[src/p2lri_pkg.sv]
// ----------------------------------------------------------------------------
// Point to ray index package
// Widths, codes, tables and pipeline stage types shared by the cells and the
// top level.
// ----------------------------------------------------------------------------
package p2lri_pkg;

  localparam int CW            = 24;
  localparam int MAG_W         = CW;
  localparam int SQ_W          = 2 * CW;
  localparam int SQRT_STAGES   = CW;
  localparam int AB            = 16;
  localparam int CORDIC_STAGES = 16;
  localparam int ATAN_LEN      = 24;
  localparam int NORM_TOP      = 40;
  localparam int XY_W          = NORM_TOP + 4;
  localparam int ACC_W         = 33;
  localparam int SH_W          = 6;
  localparam int TURN_W        = 33;
  localparam int CLAMP_W       = 31;
  localparam int NUM_W         = 18;
  localparam int DEN_W         = 17;
  localparam int QB            = 16;
  localparam int QK_W          = 4;
  localparam int DIVC_W        = DEN_W + QB - 1;
  localparam int REG_IDX_W     = 2;

  localparam logic [TURN_W-1:0] T_QUARTER = TURN_W'(64'd1 << 30);
  localparam logic [TURN_W-1:0] T_HALF    = TURN_W'(64'd1 << 31);
  localparam logic [TURN_W-1:0] T_FULL    = TURN_W'(64'd1 << 32);
  localparam logic [TURN_W-1:0] HALF_LSB  = TURN_W'(64'd1 << (31 - AB));

  localparam logic [1:0] ST_INSIDE  = 2'd0;
  localparam logic [1:0] ST_OUTSIDE = 2'd1;
  localparam logic [1:0] ST_ZERO    = 2'd2;

  localparam logic [REG_IDX_W-1:0] REG_AZIM_STEP   = 2'd0;
  localparam logic [REG_IDX_W-1:0] REG_INCL_STEP   = 2'd1;
  localparam logic [REG_IDX_W-1:0] REG_INCL_BOTTOM = 2'd2;
  localparam logic [REG_IDX_W-1:0] REG_INCL_LIMIT  = 2'd3;

  localparam logic [15:0] RST_AZIM_STEP   = 16'd364;
  localparam logic [15:0] RST_INCL_STEP   = 16'd364;
  localparam logic [15:0] RST_INCL_BOTTOM = 16'hF555;
  localparam logic [14:0] RST_INCL_LIMIT  = 15'd2731;

  localparam logic [31:0] ATAN_TAB [ATAN_LEN] = '{
    32'd536870912, 32'd316933406, 32'd167458907, 32'd85004756, 32'd42667331,
    32'd21354465, 32'd10679838, 32'd5340245, 32'd2670163, 32'd1335087,
    32'd667544, 32'd333772, 32'd166886, 32'd83443, 32'd41722, 32'd20861,
    32'd10430, 32'd5215, 32'd2608, 32'd1304, 32'd652, 32'd326, 32'd163,
    32'd81};

  typedef struct packed {
    logic             valid;
    logic             xn;
    logic             yn;
    logic             zn;
    logic             zero;
    logic [MAG_W-1:0] ax;
    logic [MAG_W-1:0] ay;
    logic [MAG_W-1:0] az;
    logic [SQ_W-1:0]  rem;
    logic [SQ_W-1:0]  root;
  } sq_t;

  typedef struct packed {
    logic                    valid;
    logic                    xn;
    logic                    yn;
    logic                    zn;
    logic                    zero;
    logic                    azero;
    logic signed [XY_W-1:0]  xa;
    logic signed [XY_W-1:0]  ya;
    logic signed [ACC_W-1:0] acca;
    logic signed [XY_W-1:0]  xi;
    logic signed [XY_W-1:0]  yi;
    logic signed [ACC_W-1:0] acci;
  } cd_t;

  typedef struct packed {
    logic             valid;
    logic [1:0]       status;
    logic [AB-1:0]    azim;
    logic [AB-1:0]    incl;
    logic [NUM_W-1:0] rema;
    logic [NUM_W-1:0] remi;
    logic [QB-1:0]    qa;
    logic [QB-1:0]    qi;
  } dv_t;

  function automatic logic [SH_W-1:0] msb_pos(input logic [MAG_W-1:0] v);
    logic [SH_W-1:0] p;
    p = '0;
    for (int i = 0; i < MAG_W; i++) begin
      if (v[i]) begin
        p = SH_W'(i);
      end
    end
    return p;
  endfunction

endpackage

[src/p2lri_sqrt_cell.sv]
// ----------------------------------------------------------------------------
// Square root cell
// One restoring step of the integer square root, carrying the point along.
// ----------------------------------------------------------------------------
module p2lri_sqrt_cell (
  input  logic              clk,
  input  logic              rst_n,
  input  logic              en,
  input  logic [4:0]        k,
  input  p2lri_pkg::sq_t    s_in,
  output p2lri_pkg::sq_t    s_out
);
  import p2lri_pkg::*;

  logic [SQ_W-1:0] bit_v;
  logic [SQ_W-1:0] trial;
  sq_t             s_nxt;
  sq_t             s_r;

  always_comb begin
    bit_v = SQ_W'(1) << {k, 1'b0};
    trial = s_in.root + bit_v;
    s_nxt = s_in;
    if (s_in.rem >= trial) begin
      s_nxt.rem  = s_in.rem - trial;
      s_nxt.root = (s_in.root >> 1) + bit_v;
    end else begin
      s_nxt.root = s_in.root >> 1;
    end
  end

  always_ff @(posedge clk) begin
    if (!rst_n) begin
      s_r.valid <= 1'b0;
    end else if (en) begin
      s_r <= s_nxt;
    end
  end

  assign s_out = s_r;

endmodule

[config.mk]
export PLATFORM = sky130hd
export DESIGN_NAME = p2lri_sqrt_cell
export DESIGN_NICKNAME = d
export VERILOG_FILES = /design/src/p2lri_pkg.sv /design/src/p2lri_sqrt_cell.sv
export SDC_FILE = /design/constraint.sdc
export NUM_CORES = 1
export LEC_CHECK = 0
export ABC_AREA = 1
export BUFFER_PORTS_ARGS = -buffer_cell sky130_fd_sc_hd__buf_2
export CAP_MARGIN = 20
export CORE_MARGIN = 2
export CORE_UTILIZATION = 40
export CTS_CLUSTER_SIZE = 10
export DETAILED_ROUTE_END_ITERATION = 16
export SYNTH_ARGS = -nofsm -noshare
export SYNTH_HDL_FRONTEND = slang
export SYNTH_SLANG_ARGS = --single-unit
[constraint.sdc]
create_clock -name clk -period 6.17 [get_ports clk]
set_clock_uncertainty 0.1 [all_clocks]
set_input_delay 0.9255 -clock clk [delete_from_list [all_inputs] [get_ports clk]]
set_output_delay 0.9255 -clock clk [all_outputs]
set_load 0.03 [all_outputs]
After elaboration in Yosys (flattened, before gate mapping) --
Index checks and enable logic that the tools add are counted.
Operators by class: $add $sub $neg 3, magnitude comparators 1, shift operators 1, multiplexer cells 2, reduce and logical (&&, ||, !) cells 1
Operators with widths (count):
- $add 47x48->48 | 1
- $add 48x48->48 | 1
- $ge 48x48->1 | 1
- $mux 48 | 1
- $shl 1x6->48 const A | 1
- $sub 48x48->48 | 1
- $mux 47 | 1
- $reduce_and 2->1 | 1
Word-level totals: bits in registers 173, input port bits 181, word-level logic and storage cells 19

Logic depth before layout (Yosys ltp) --
depth after elaboration 4, depth in mapped cells 32, gate-level depth less buffers 29

Worst setup path before layout --
No wires, ideal clock.
kind input -> register, start input k[4], end register s_r, in the netlist s_out[76] (data pin), data arrival time 4.700 ns, setup slack 1.113 ns, stages on the path 29, cell sequence buf_2 -> inv_2 -> buf_2 -> nand2_1 -> nor4_1 -> ha_1 -> nand2_1 -> o21ai_0 -> nand2_1 -> o21ai_0 -> a21oi_1 -> nor2_1 -> a211oi_1 -> nand2_1 -> nand2_1 -> nand2_1 -> ha_1 -> inv_1 -> nor3_1 -> nand2_1 -> nor2_4 -> and3_1 -> inv_2 -> nand3_4 -> inv_2 -> buf_6 -> buf_6 -> nand2_1 -> o21ai_2
RTL lines:
- start: declaration | line p2lri_sqrt_cell.sv:9 | input logic [4:0] k,
- end signal: assignment | line p2lri_sqrt_cell.sv:36 | s_r <= s_nxt;
- end: declaration | line p2lri_sqrt_cell.sv:18 | sq_t s_r;

==> out/results.env <==
RUN_STATUS='finished clean'
VIA_COUNT_OF_THE_FIRST_GLOBAL_ROUTING_PASS=15710
POST_CTS_RESIZE_COUNT=0
PORTBUFFERS=353
MAX_SLEW_MARGIN=0.5044
CTS.HTREE.LEVELS=4
DRC_ERRORS=0
FINALWORSTSETUPSLACK_NS=0.4162
POST_CTS.REPAIR.SETUP_BUFFERS=0
FINAL.MIN_CLOCK_PERIOD_NS=5.754
TIMING.FMAX_MHz=173.8
SYN_NETS=2592
YOSYSSEQAREASHARE=0.3298
COUNT_OF_FINAL_HOLD_CHECK_VIOLATIONS=0
AREA.GROWTH.SYNTH_TO_FINAL_PCT=19.06
CORE.ROWCOUNT=72
ROUTABILITYCONGESTION=1.014
CTS_HOLD_BUF=0
FRACTION_OF_REGISTERS_WITH_ASYNC_SET_RESET=0
WORST_SETUP_PATH_START_KIND='primary input'
TIMING.FINAL.CRIT_SHARE=0.9325
IR_DROP_mV=0.2034
LARGEST_REGISTER_FFS=173
NETLIST_AREA_MM2=0.01572
CTS.REPORTEDPATHS.CLKPINSLEW_NS=0.07
CLKLATENCYLATEPIN_NS=0.47
SYNTHFLOPTYPE='edfxtp_1'
FINALMAXSLEWVIOLATIONS=0
SYNTHESIS.INSTANCES=2316
CTS.PATH.MAX_BUFFERS=2
ROUTE.DETAILED.VIAS_PER_INST=5.357
ARRIVAL_TIME_WORST_ENDPOINT_NS=5.88
ANTENNA_FOUND_INITIAL=2
FP.DIEAREA_MM2=0.04090
DESIGN.PORTCOUNT=354
HOLD_PATH_CLASS='reg2reg'
DRV_CAP=0
MOST-COMMON-LAYOUT-CELLS='nand2_1 (658), buf_2 (353), inv_1 (328)'
PLACE_HPWL_UM=53940
DRT_ANTENNA_NET_COUNT=0
SYNTH_TOP_CELL_AREA_SHARE=0.3286
CORE_AREA_MM2=0.03874
YOSYS_REGISTER_BITS=173
POWER_LEAKAGE_nW=8.311
CTSROOTBUFFERMASTER='clkbuf_16'
GRT_FIRST_PASS_WIRELENGTH_UM=93940
DETAIL_ROUTE.ITER0.VIOLATIONS=1875
CRITPATHKIND='in2reg'
TRITONCTS_BUFFER_COUNT=17
POST_SYNTH.CELL_AREA_AVG_UM2=6.788
VIA_COUNT=17170
GRT_OVERFLOW=0
NUM-NETS-FINAL=2949
GRT_SETUP_UNREPAIRED='no'
LAYOUT.FILLER_CELLS=4124
SYNTH_EDF_COUNT=172
TOTAL_NUMBER_OF_CLOCK_TREE_SINKS=173
SYNTH_TOP_CELL_BY_AREA='edfxtp_1'
WORST-SLEW-PIN-TRANSITION_NS=0.7433
CRIT_PATH_END_KIND='flip-flop'
PRECTSSETUPSLACK_NS=0.1793
FIRST_PASS_ITERS=6
CRITICAL_PATH_REQUIRED_NS=6.30
GRT_START_MAX_NET_PINS=104
TOTAL_NEG_SETUP_SLACK_NS=0
TRITONCTS_CLOCK_TREE='done'
YOSYSUNIQUECELLTYPES=50
GLOBALROUTETOTALUTIL=0.3059
HIGHEST_FANOUT_SEEN_ON_THE_CRITICAL_PATH=13
POST_DRT_WL_PER_CELL_UM=19.91
FINAL_HOLD_SLACK_NS=0.4584
LAYOUT_COMMONEST_CELL='nand2_1'
DIE_W_UM=202.2
FINAL_NUMBER_OF_SETUP_VIOLATING_ENDPOINTS=0
P_PER_AREA_mW_PER_MM2=204.7
DP_AREA_MM2=0.01810
INITIAL_UTILIZATION=0.4058
YOSYSWARNINGS=0
WL_UM=63810
DRIVE_GT1_FRAC=0.1687
YS_TOP_CELLS_BY_AREA='edfxtp_1 (33%), nand2_1 (16%), inv_1 (7.9%)'
DIE_Y_UM=202.2
LAYOUT.CELL_AREA.NON_FILLER_MM2=0.01872
==> critical path, stage by stage <==
cell and delay [ns]:
buf_2 0.15, inv_2 0.19, nand2_1 0.20, nor4_1 0.53, buf_4 0.23, ha_1 0.19
nand2_1 0.10, o21ai_0 0.35, inv_1 0.11, o21ai_0 0.29, a21oi_1 0.11, nand3_1 0.10
nand2_1 0.09, ha_1 0.37, inv_1 0.14, o21ai_0 0.12, a31oi_1 0.26, o21ai_0 0.33
a21oi_1 0.28, nand3_1 0.30, or2_2 0.37, nand3_1 0.08, nand2_1 0.05
==> cells by family (layout without fill, tap and decap cells) <==
group | after synthesis | count (layout) | share of synthesized area
xor gates and xnor gates | 66 | 66 | 0.03677
buffers and inverters | 372 | 742 | 0.09408
other | 0 | 1 | 0
adders and majority gates | 95 | 95 | 0.07609
AOI/OAI and AO/OA | 360 | 360 | 0.1274
and+or+nand+nor | 1250 | 1250 | 0.3358
DFF | 173 | 173 | 0.3298
==> layout make-up <==
| class | count | area (um2) | area share |
|---|---|---|---|
| diodes | 1 | 2.502 | 0.0001337 |
| well taps | 518 | 648.1 | 0.03463 |
| inverters | 345 | 1300 | 0.06946 |
| clock buffers | 17 | 425.4 | 0.02273 |
| multi-input cells | 1771 | 9056 | 0.4839 |
| flip-flops and latches | 173 | 5185 | 0.2770 |
| repair buffers | 365 | 1907 | 0.1019 |
| clock inverters | 15 | 192.7 | 0.01029 |
==> power by group <==
part	total (mW)	internal [mW]	switching (mW)
logic	1.22	0.358	0.866
clock network	1.17	0.618	0.547
registers	1.44	1.42	0.0243
total	3.83	2.39	1.44
==> routing by layer <==
| metal | wire length [um] | vias to the layer above | track usage |
|---|---|---|---|
| li1 | - | 8386 | - |
| met1 | 28550 | 7825 | 0.4342 |
| met2 | 26820 | 899 | 0.4536 |
| met3 | 7382 | 58 | 0.09449 |
| met4 | 1064 | 0 | 0.06986 |
| met5 | 0 | - | 0 |
==> cell usage after synthesis, types with 11 or more instances <==
cell,number
nand2_1,658
inv_1,329
nor2_1,291
edfxtp_1,172
nand3_1,148
o21ai_0,133
a21oi_1,124
ha_1,94
nor3_1,42
xor2_1,35
nand4_1,34
xnor2_1,31
nand3b_1,29
o21ai_1,25
nor4_1,18
o21bai_1,17
inv_2,16
a31oi_1,14
buf_2,12
o21ai_2,11
==> worst paths after layout <==
path,depth (start not counted),endpoint,from,slack [ns]
worst max-delay path,23,s_out[86],k[4],0.42
worst min register to register,2,s_out[172],s_out[172],0.46
worst max register to register,2,s_out[172],s_out[172],5.43
worst min-delay path,2,s_out[172],s_out[172],0.46
==> metrics by stage <==
| step | power (mW) | cells | util |
|---|---|---|---|
| finish | 3.832 | 3205 | 0.4832 |
| global route | 4.015 | 3205 | 0.4832 |
| CTS | 3.851 | 3204 | 0.4831 |
| detailed placement | 2.676 | 3172 | 0.4672 |
| global placement | 2.670 | 3172 | 0.4672 |
| floorplan | 2.271 | 2316 | - |
No activity file was read; power rests on OpenSTA's default activity.
