File: src/p2lri_pkg.sv
// ----------------------------------------------------------------------------
// Point to ray index package
// Widths, codes, tables and pipeline stage types shared by the cells and the
// top level.
// ----------------------------------------------------------------------------
package p2lri_pkg;

  localparam int CW            = 24;
  localparam int MAG_W         = CW;
  localparam int SQ_W          = 2 * CW;
  localparam int SQRT_STAGES   = CW;
  localparam int AB            = 16;
  localparam int CORDIC_STAGES = 16;
  localparam int ATAN_LEN      = 24;
  localparam int NORM_TOP      = 40;
  localparam int XY_W          = NORM_TOP + 4;
  localparam int ACC_W         = 33;
  localparam int SH_W          = 6;
  localparam int TURN_W        = 33;
  localparam int CLAMP_W       = 31;
  localparam int NUM_W         = 18;
  localparam int DEN_W         = 17;
  localparam int QB            = 16;
  localparam int QK_W          = 4;
  localparam int DIVC_W        = DEN_W + QB - 1;
  localparam int REG_IDX_W     = 2;

  localparam logic [TURN_W-1:0] T_QUARTER = TURN_W'(64'd1 << 30);
  localparam logic [TURN_W-1:0] T_HALF    = TURN_W'(64'd1 << 31);
  localparam logic [TURN_W-1:0] T_FULL    = TURN_W'(64'd1 << 32);
  localparam logic [TURN_W-1:0] HALF_LSB  = TURN_W'(64'd1 << (31 - AB));

  localparam logic [1:0] ST_INSIDE  = 2'd0;
  localparam logic [1:0] ST_OUTSIDE = 2'd1;
  localparam logic [1:0] ST_ZERO    = 2'd2;

  localparam logic [REG_IDX_W-1:0] REG_AZIM_STEP   = 2'd0;
  localparam logic [REG_IDX_W-1:0] REG_INCL_STEP   = 2'd1;
  localparam logic [REG_IDX_W-1:0] REG_INCL_BOTTOM = 2'd2;
  localparam logic [REG_IDX_W-1:0] REG_INCL_LIMIT  = 2'd3;

  localparam logic [15:0] RST_AZIM_STEP   = 16'd364;
  localparam logic [15:0] RST_INCL_STEP   = 16'd364;
  localparam logic [15:0] RST_INCL_BOTTOM = 16'hF555;
  localparam logic [14:0] RST_INCL_LIMIT  = 15'd2731;

  localparam logic [31:0] ATAN_TAB [ATAN_LEN] = '{
    32'd536870912, 32'd316933406, 32'd167458907, 32'd85004756, 32'd42667331,
    32'd21354465, 32'd10679838, 32'd5340245, 32'd2670163, 32'd1335087,
    32'd667544, 32'd333772, 32'd166886, 32'd83443, 32'd41722, 32'd20861,
    32'd10430, 32'd5215, 32'd2608, 32'd1304, 32'd652, 32'd326, 32'd163,
    32'd81};

  typedef struct packed {
    logic             valid;
    logic             xn;
    logic             yn;
    logic             zn;
    logic             zero;
    logic [MAG_W-1:0] ax;
    logic [MAG_W-1:0] ay;
    logic [MAG_W-1:0] az;
    logic [SQ_W-1:0]  rem;
    logic [SQ_W-1:0]  root;
  } sq_t;

  typedef struct packed {
    logic                    valid;
    logic                    xn;
    logic                    yn;
    logic                    zn;
    logic                    zero;
    logic                    azero;
    logic signed [XY_W-1:0]  xa;
    logic signed [XY_W-1:0]  ya;
    logic signed [ACC_W-1:0] acca;
    logic signed [XY_W-1:0]  xi;
    logic signed [XY_W-1:0]  yi;
    logic signed [ACC_W-1:0] acci;
  } cd_t;

  typedef struct packed {
    logic             valid;
    logic [1:0]       status;
    logic [AB-1:0]    azim;
    logic [AB-1:0]    incl;
    logic [NUM_W-1:0] rema;
    logic [NUM_W-1:0] remi;
    logic [QB-1:0]    qa;
    logic [QB-1:0]    qi;
  } dv_t;

  function automatic logic [SH_W-1:0] msb_pos(input logic [MAG_W-1:0] v);
    logic [SH_W-1:0] p;
    p = '0;
    for (int i = 0; i < MAG_W; i++) begin
      if (v[i]) begin
        p = SH_W'(i);
      end
    end
    return p;
  endfunction

endpackage

File: src/p2lri_div_cell.sv
// ----------------------------------------------------------------------------
// Divider cell
// One restoring quotient bit for the azimuth and inclination index divisions.
// ----------------------------------------------------------------------------
module p2lri_div_cell (
  input  logic                        clk,
  input  logic                        rst_n,
  input  logic                        en,
  input  logic [p2lri_pkg::QK_W-1:0]  k,
  input  logic [p2lri_pkg::DEN_W-1:0] den_a,
  input  logic [p2lri_pkg::DEN_W-1:0] den_i,
  input  p2lri_pkg::dv_t              d_in,
  output p2lri_pkg::dv_t              d_out
);
  import p2lri_pkg::*;

  logic [DIVC_W-1:0] sa, si;
  dv_t               d_nxt;
  dv_t               d_r;

  always_comb begin
    sa    = DIVC_W'(den_a) << k;
    si    = DIVC_W'(den_i) << k;
    d_nxt = d_in;
    if (DIVC_W'(d_in.rema) >= sa) begin
      d_nxt.rema  = d_in.rema - sa[NUM_W-1:0];
      d_nxt.qa[k] = 1'b1;
    end
    if (DIVC_W'(d_in.remi) >= si) begin
      d_nxt.remi  = d_in.remi - si[NUM_W-1:0];
      d_nxt.qi[k] = 1'b1;
    end
  end

  always_ff @(posedge clk) begin
    if (!rst_n) begin
      d_r.valid <= 1'b0;
    end else if (en) begin
      d_r <= d_nxt;
    end
  end

  assign d_out = d_r;

endmodule
File: config.mk
export PLATFORM = sky130hd
export DESIGN_NAME = p2lri_div_cell
export DESIGN_NICKNAME = d
export VERILOG_FILES = /design/src/p2lri_pkg.sv /design/src/p2lri_div_cell.sv
export SDC_FILE = /design/constraint.sdc
export NUM_CORES = 1
export LEC_CHECK = 0
export BUFFER_PORTS_ARGS = -buffer_cell sky130_fd_sc_hd__buf_2
export CORE_MARGIN = 2
export CORE_UTILIZATION = 30
export DETAILED_ROUTE_END_ITERATION = 6
export HOLD_SLACK_MARGIN = 0.1
export PLACE_DENSITY = 0.48
export SYNTH_ARGS = -nofsm -noshare
export SYNTH_HDL_FRONTEND = slang
export SYNTH_SLANG_ARGS = --single-unit
File: constraint.sdc
create_clock -name clk -period 16 [get_ports clk]
set_input_delay 4.8 -clock clk [delete_from_list [all_inputs] [get_ports clk]]
set_output_delay 4.8 -clock clk [all_outputs]
set_load 0.02 [all_outputs]
### Word-level counts from Yosys, hierarchy flattened

Index checks and enable logic that the tools add are counted.

| storage, ports and cells | value |
|---|---|
| flip-flop bits (word level) | 103 |
| logic and storage cells | 26 |

| operators by class | value |
|---|---|
| add/subtract/negate cells | 2 |
| order comparisons | 4 |
| shifts and indexed selects | 2 |
| mux-type cells | 6 |
| bitwise logic cells | 2 |
| reductions and logical operators | 2 |

Operator list:

| kind | count |
|---|---|
| $ge 18x32->1 | 2 |
| $shl 17x4->32 | 2 |
| $mux 18 | 2 |
| $sub 18x18->18 | 2 |
| $mux 16 | 2 |
| $or 16x16->16 | 2 |
| $lt 4x5->1 const B | 1 |
| $demux 1 s4 | 1 |
| $ge 4x1->1 const B | 1 |
| $reduce_and 2->1 | 1 |
| $logic_and 1x1->1 | 1 |
| $mux 1 | 1 |

### Longest topological paths before layout

Gate-level depths: netlist (run 1).

| depth | value |
|---|---|
| word-level depth | 6 |
| depth in mapped cells | 21 |
| mapped depth without buffers | 15 |

### Worst setup path before layout (run 1)

Ideal clock, no wire load.

| timing | value |
|---|---|
| path kind | input-to-reg |
| start | input k[0] (netlist bit) |
| end | register d_r, in the netlist d_out[37], data pin |
| library setup time | 0.262 ns |
| arrival time | 8.217 ns |
| required time | 15.738 ns |
| path slack | 7.521 ns |
| cell stages on the path | 17 |
| path buffers | 5 |
| cells stage by stage | clkinv_1 > buf_1 > clkbuf_1 > mux2i_1 > nand2_1 > a21oi_1 > a21oi_1 > ha_1 > clkbuf_1 > and3_1 > clkbuf_1 > and3_1 > nand3_1 > a31oi_1 > o211a_4 > buf_6 > mux2_1 |

RTL lines:

| item | line | RTL |
|---|---|---|
| from (decl) | p2lri_div_cell.sv:9 | `input logic [p2lri_pkg::QK_W-1:0] k,` |
| to (signal assigned) | p2lri_div_cell.sv:39 | `d_r <= d_nxt;` |
| to (decl) | p2lri_div_cell.sv:19 | `dv_t d_r;` |

==> flow_summary.toml, run 1 <==
[clocking]
ctsHoldBuffers = 0
path_clk_slew_ns = 0.08
cts.sinks = 103
root_buffer = "clkbuf_16"
clockBufferDepth = 2
ctsResizeCount = 0
htree_levels = 3
numCtsBuffers = 9
cts_tree = "done"
cts_setup_buffers = 0
clkLatencyLatePin_ns = 0.36

[sta]
fin_crit_ns = 9.66
rsz0062_at_grt = "no"
slew_violations = 0
tightest_slew_ns = 0.954
max_freq_ghz = 0.104
period_share_pct = 60.3
slew_headroom_pct = 36.2
holdWs_ns = 0.532
finalHoldViolCount = 0
tns_ns = 0
clock_skew_ns = 0
setup_viol = 0

[power_and_ir_drop]
power.density_nw_per_um2 = 88.8
p_leak_nw = 3.84
vdd_drop_max_mv = 0.0416

[floorplanning]
coreArea_um2 = 23500
num_io_pins = 247
initial_utilization_pct = 30.6
fp-row-count = 56
die-height_um = 159
die_w_um = 159
die_area_um2 = 25200

[yosys]
ys_seq_area_share_pct = 42.8
syn_area_um2 = 7200
avgSynthCellArea_um2 = 10.0
yosysUniqueCellTypes = 64
synth_nets = 899
synthArstFlopShare_pct = 0
ys_warn_count = 0
ys_dominant_reg_cell = "edfxtp_1"
synth_cells = 717
synth_edf_count = 102
ys_ff_latch = 103

[routing]
drt_first_pass_iters = 5
wl_um = 23000
drtIter0Drc = 310
antenna_left = 0
routed_via_density = 4.93
vias = 6271
drc = 0
routedWlPerCell_um = 18.1

[placed_design]
place_area_um2 = 8710
place_inst = 1253
port_buffers = 246
gp_congestion = 0.811
dp_hpwl_um = 17700

[grt]
grt_max_degree = 63
grt_pass1_vias = 6286
grt_pass1_wl_um = 35400
grt_usage_pct = 17.9
overflow = 0
antenna_found_initial = 3

[layout]
fin_area_um2 = 9020
mostFrequentLayoutCells = "buf_2 (246), edfxtp_1 (102), nand2_1 (74)"
area_delta_synth_final_pct = 25.4
final_util_pct = 38.3
largest_reg_flops = 103
n_fill_cell = 2476
instances_no_fill = 1271
final_common_cell = "buf_2"
final_nets = 1127
drive_gt1_share_pct = 31.5

[flow_run]
cap_violations = 0

[setup_path]
critical_path.max_fanout = 40
reg2reg_depth = 2
crit_slowest_cell = "clkinv_1"
critPathArrivalTime_ns = 9.78
cp_cell_sequence = "buf_2, clkinv_1, buf_4, nor2_1, nand2_1, o21ai_0, mux2_2, o21ai_0, ha_1, and3_1, and3_1, nand3_1, a31oi_1, o211ai_1, and2_0, a31o_1"
start_kind = "input pin"
critPathRequiredTime_ns = 16.13
path_class = "input pin to register"
endpoint_kind = "register"
slowest_delay_ns = 0.70

[run_status]
status = "complete, no violations"

[min_path]
whs_path_depth = 2
hold_class = "register to register"
-- cell families after synthesis --
| family | count (synthesis) | synth area share [%] |
|---|---|---|
| AOI/OAI and AO/OA | 239 | 22.1 |
| xor gates and xnor gates | 26 | 3.16 |
| adders and majority gates | 38 | 6.82 |
| buffers and inverters | 54 | 3.32 |
| DFF | 103 | 42.8 |
| muxes | 65 | 9.69 |
| and+or+nand+nor | 192 | 12.1 |
-- stage by stage --
step / power, mW / worst slack, ns
CTS: 0.811 / 6.28
floorplan: 0.498 / 7.52
global route: 0.846 / 5.82
finish: 0.801 / 6.34
global placement: 0.574 / 6.08
detailed placement: 0.572 / 5.90
-- power breakdown --
part	internal [mW]	total, mW	leakage (nW)	switching, mW
logic	0.0961	0.242	2.73	0.146
registers	0.319	0.323	0.965	0.00427
clock network	0.112	0.236	0.150	0.123
total	0.527	0.801	3.84	0.274
-- worst max-delay path: cells and delay by family --
| family | cells | cell delay, ns |
|---|---|---|
| compound gates | 5 | 1.30 |
| fa+ha+maj | 1 | 0.46 |
| buf+inv | 3 | 1.68 |
| mux | 1 | 0.22 |
| simple gates | 6 | 1.30 |
-- path summary, 6_finish.rpt --
path / from / slack, ns / endpoint
worst max-delay path: k[0] / 6.34 / d_out[45]
worst min-delay path: d_out[102] / 0.53 / d_out[102]
worst max register to register: d_out[102] / 15.40 / d_out[102]
worst min register to register: d_out[102] / 0.53 / d_out[102]
-- layout make-up --
cell class	count	area [um^2]	area share [%]
timing repair buffer	252	1280	14.1
tap	319	399	4.42
clock inverter	7	86.3	0.957
inverter	19	71.3	0.790
antenna	2	5.00	0.0555
multi-input combinational	560	3880	43.0
clock buffer	9	225	2.50
sequential	103	3080	34.2
-- Yosys cell counts (all sizes together) (12+ instances only) --
cell type,number,area [um^2]
a211oi,14,105
a21o,31,233
a21oi,55,275
buf,14,88.8
clkbuf,21,78.8
edfxtp,102,3060
ha,36,450
inv,18,67.6
mux2,24,270
mux2i,40,404
nand2,76,290
nor2,55,214
nor3,12,60.1
o21a,16,120
o21ai,52,260
o21bai,19,143
xnor2,18,158
-- per-layer routing --
metal | wire length, um | share of wire, % | GRT usage (%)
met1 | 10200 | 44 | 22.6
met2 | 11300 | 49 | 31.2
met3 | 1170 | 5.1 | 3.71
met4 | 351 | 1.5 | 4.63
met5 | 11 | 0.048 | 0
Note: power is estimated with default switching activity, not from simulation.
==> inputs of run 2 (changes only) <==
Clock period 16 ns to 9.8 ns, I/O delays scaled along.
==> run 2 against run 1 <==
Clock power grew 63%. Utilization is the same. Combinational power is 64% higher. Worst setup slack worse by 3.7 ns. Flip-flop and latch count stayed put. Worst hold slack improved by 0.028 ns. Via count grew 0.33%. Largest power group unchanged. Critical path type unchanged. Register-to-register slack got worse by 6.2 ns. Critical endpoint unchanged. Clock skew stayed put. Die area is the same. Count of clock-buffer cells in the layout unchanged. Critical path depth down 4.
==> flow_summary.toml, run 2 (synthesized netlist as in run 1, its figures left out) <==
[power_and_ir_drop]
vdd_drop_max_mv = 0.0699
power.density_nw_per_um2 = 145
p_leak_nw = 3.84

[routing]
drtIter0Drc = 345
routed_via_density = 4.94
wl_um = 23000
drc = 0
antenna_left = 0
routedWlPerCell_um = 18.1
vias = 6292
drt_first_pass_iters = 5

[sta]
period_share_pct = 73.0
clock_skew_ns = 0
tightest_slew_ns = 0.975
final.setup.worst_slack_ns = 2.65
slew_headroom_pct = 34.7
fin_crit_ns = 7.15
rsz0062_at_grt = "no"
finalHoldViolCount = 0
slew_violations = 0
setup_viol = 0
holdWs_ns = 0.560
tns_ns = 0
max_freq_ghz = 0.140

[grt]
antenna_found_initial = 8
grt_usage_pct = 18.0
grt_pass1_wl_um = 35600
grt_pass1_vias = 6259
overflow = 0
grt_max_degree = 60

[min_path]
hold_class = "register to register"
whs_path_depth = 2

[placed_design]
dp_hpwl_um = 17700
gp_congestion = 0.837
place_ws_ns = 2.29
port_buffers = 246

[clocking]
path_clk_slew_ns = 0.09
clockBufferDepth = 2
ctsResizeCount = 0
clkLatencyLatePin_ns = 0.36
cts_tree = "done"
cts.sinks = 103
ctsHoldBuffers = 0
root_buffer = "clkbuf_16"
htree_levels = 3
numCtsBuffers = 9
cts_setup_buffers = 0

[floorplanning]
die_area_um2 = 25200
coreArea_um2 = 23500
die_w_um = 159
initial_utilization_pct = 30.6
num_io_pins = 247
die-height_um = 159
fp-row-count = 56

[setup_path]
path_class = "input pin to register"
critPathRequiredTime_ns = 9.93
start_kind = "input pin"
endpoint_kind = "register"
critical_path.max_fanout = 32
reg2reg_depth = 2
critPathArrivalTime_ns = 7.28

[layout]
drive_gt1_share_pct = 31.4
final_util_pct = 38.3
area_delta_synth_final_pct = 25.4
n_fill_cell = 2443
final_nets = 1126
mostFrequentLayoutCells = "buf_2 (246), edfxtp_1 (102), nand2_1 (74)"
final_common_cell = "buf_2"
largest_reg_flops = 103

[flow_run]
cap_violations = 0

[run_status]
status = "complete, no violations"
==> run 2: cell count changes in the layout (fill, tap and decap cells not counted), sizes merged <==
cell	previous run	this run
buf	252	251
diode	2	5
==> run 2: metal layers <==
layer / track usage [%] / up-vias / part of all wire (%)
met2: 31.1 / 185 / 49
met1: 22.6 / 2921 / 44
met5: 0 / - / 0.18
met4: 4.50 / 6 / 1.8
li1: - / 3152 / -
met3: 4.31 / 28 / 5.4
==> run 2: through the flow <==
stage / std cells / total power, mW / instance area [um^2]
after detailed placement: 1252 / 0.934 / 8700
after CTS: 1268 / 1.33 / 9010
after floorplan: 717 / 0.812 / 7200
final: 1273 / 1.31 / 9020
after global placement: 1252 / 0.938 / 8700
after global routing: 1271 / 1.38 / 9020
==> run 2: path summary, 6_finish.rpt <==
path,start,end,slack (ns)
max,k[3],d_out[45],2.65
min,d_out[102],d_out[102],0.56
max reg2reg,d_out[102],d_out[102],9.18
min reg2reg,d_out[102],d_out[102],0.56
==> run 2: critical path, stage by stage <==
cell	delay, ns
buf_2	0.43
inv_1	0.49
nor2_1	0.88
a21oi_1	0.23
ha_1	0.45
and3_1	0.30
and3_1	0.21
nand3_1	0.07
a31oi_1	0.37
o211ai_1	0.42
and2_0	0.30
a31o_1	0.18
==> run 2: final cells by class <==
cell class                      instances  area [um^2]  share of cell area [%]
Multi-Input combinational cell        560         3880                    43.0
Sequential cell                       103         3080                    34.2
Timing Repair Buffer                  251         1270                    14.1
Tap cell                              319          399                    4.42
Clock buffer                            9          225                    2.50
Clock inverter                          7         86.3                   0.957
Inverter                               19         71.3                   0.790
Antenna cell                            5         12.5                   0.139
==> run 2: power by group <==
group          internal [mW]  switching [mW]  total, mW
Clock                  0.183           0.202      0.385
Sequential             0.521         0.00674      0.527
Combinational          0.156           0.239      0.396
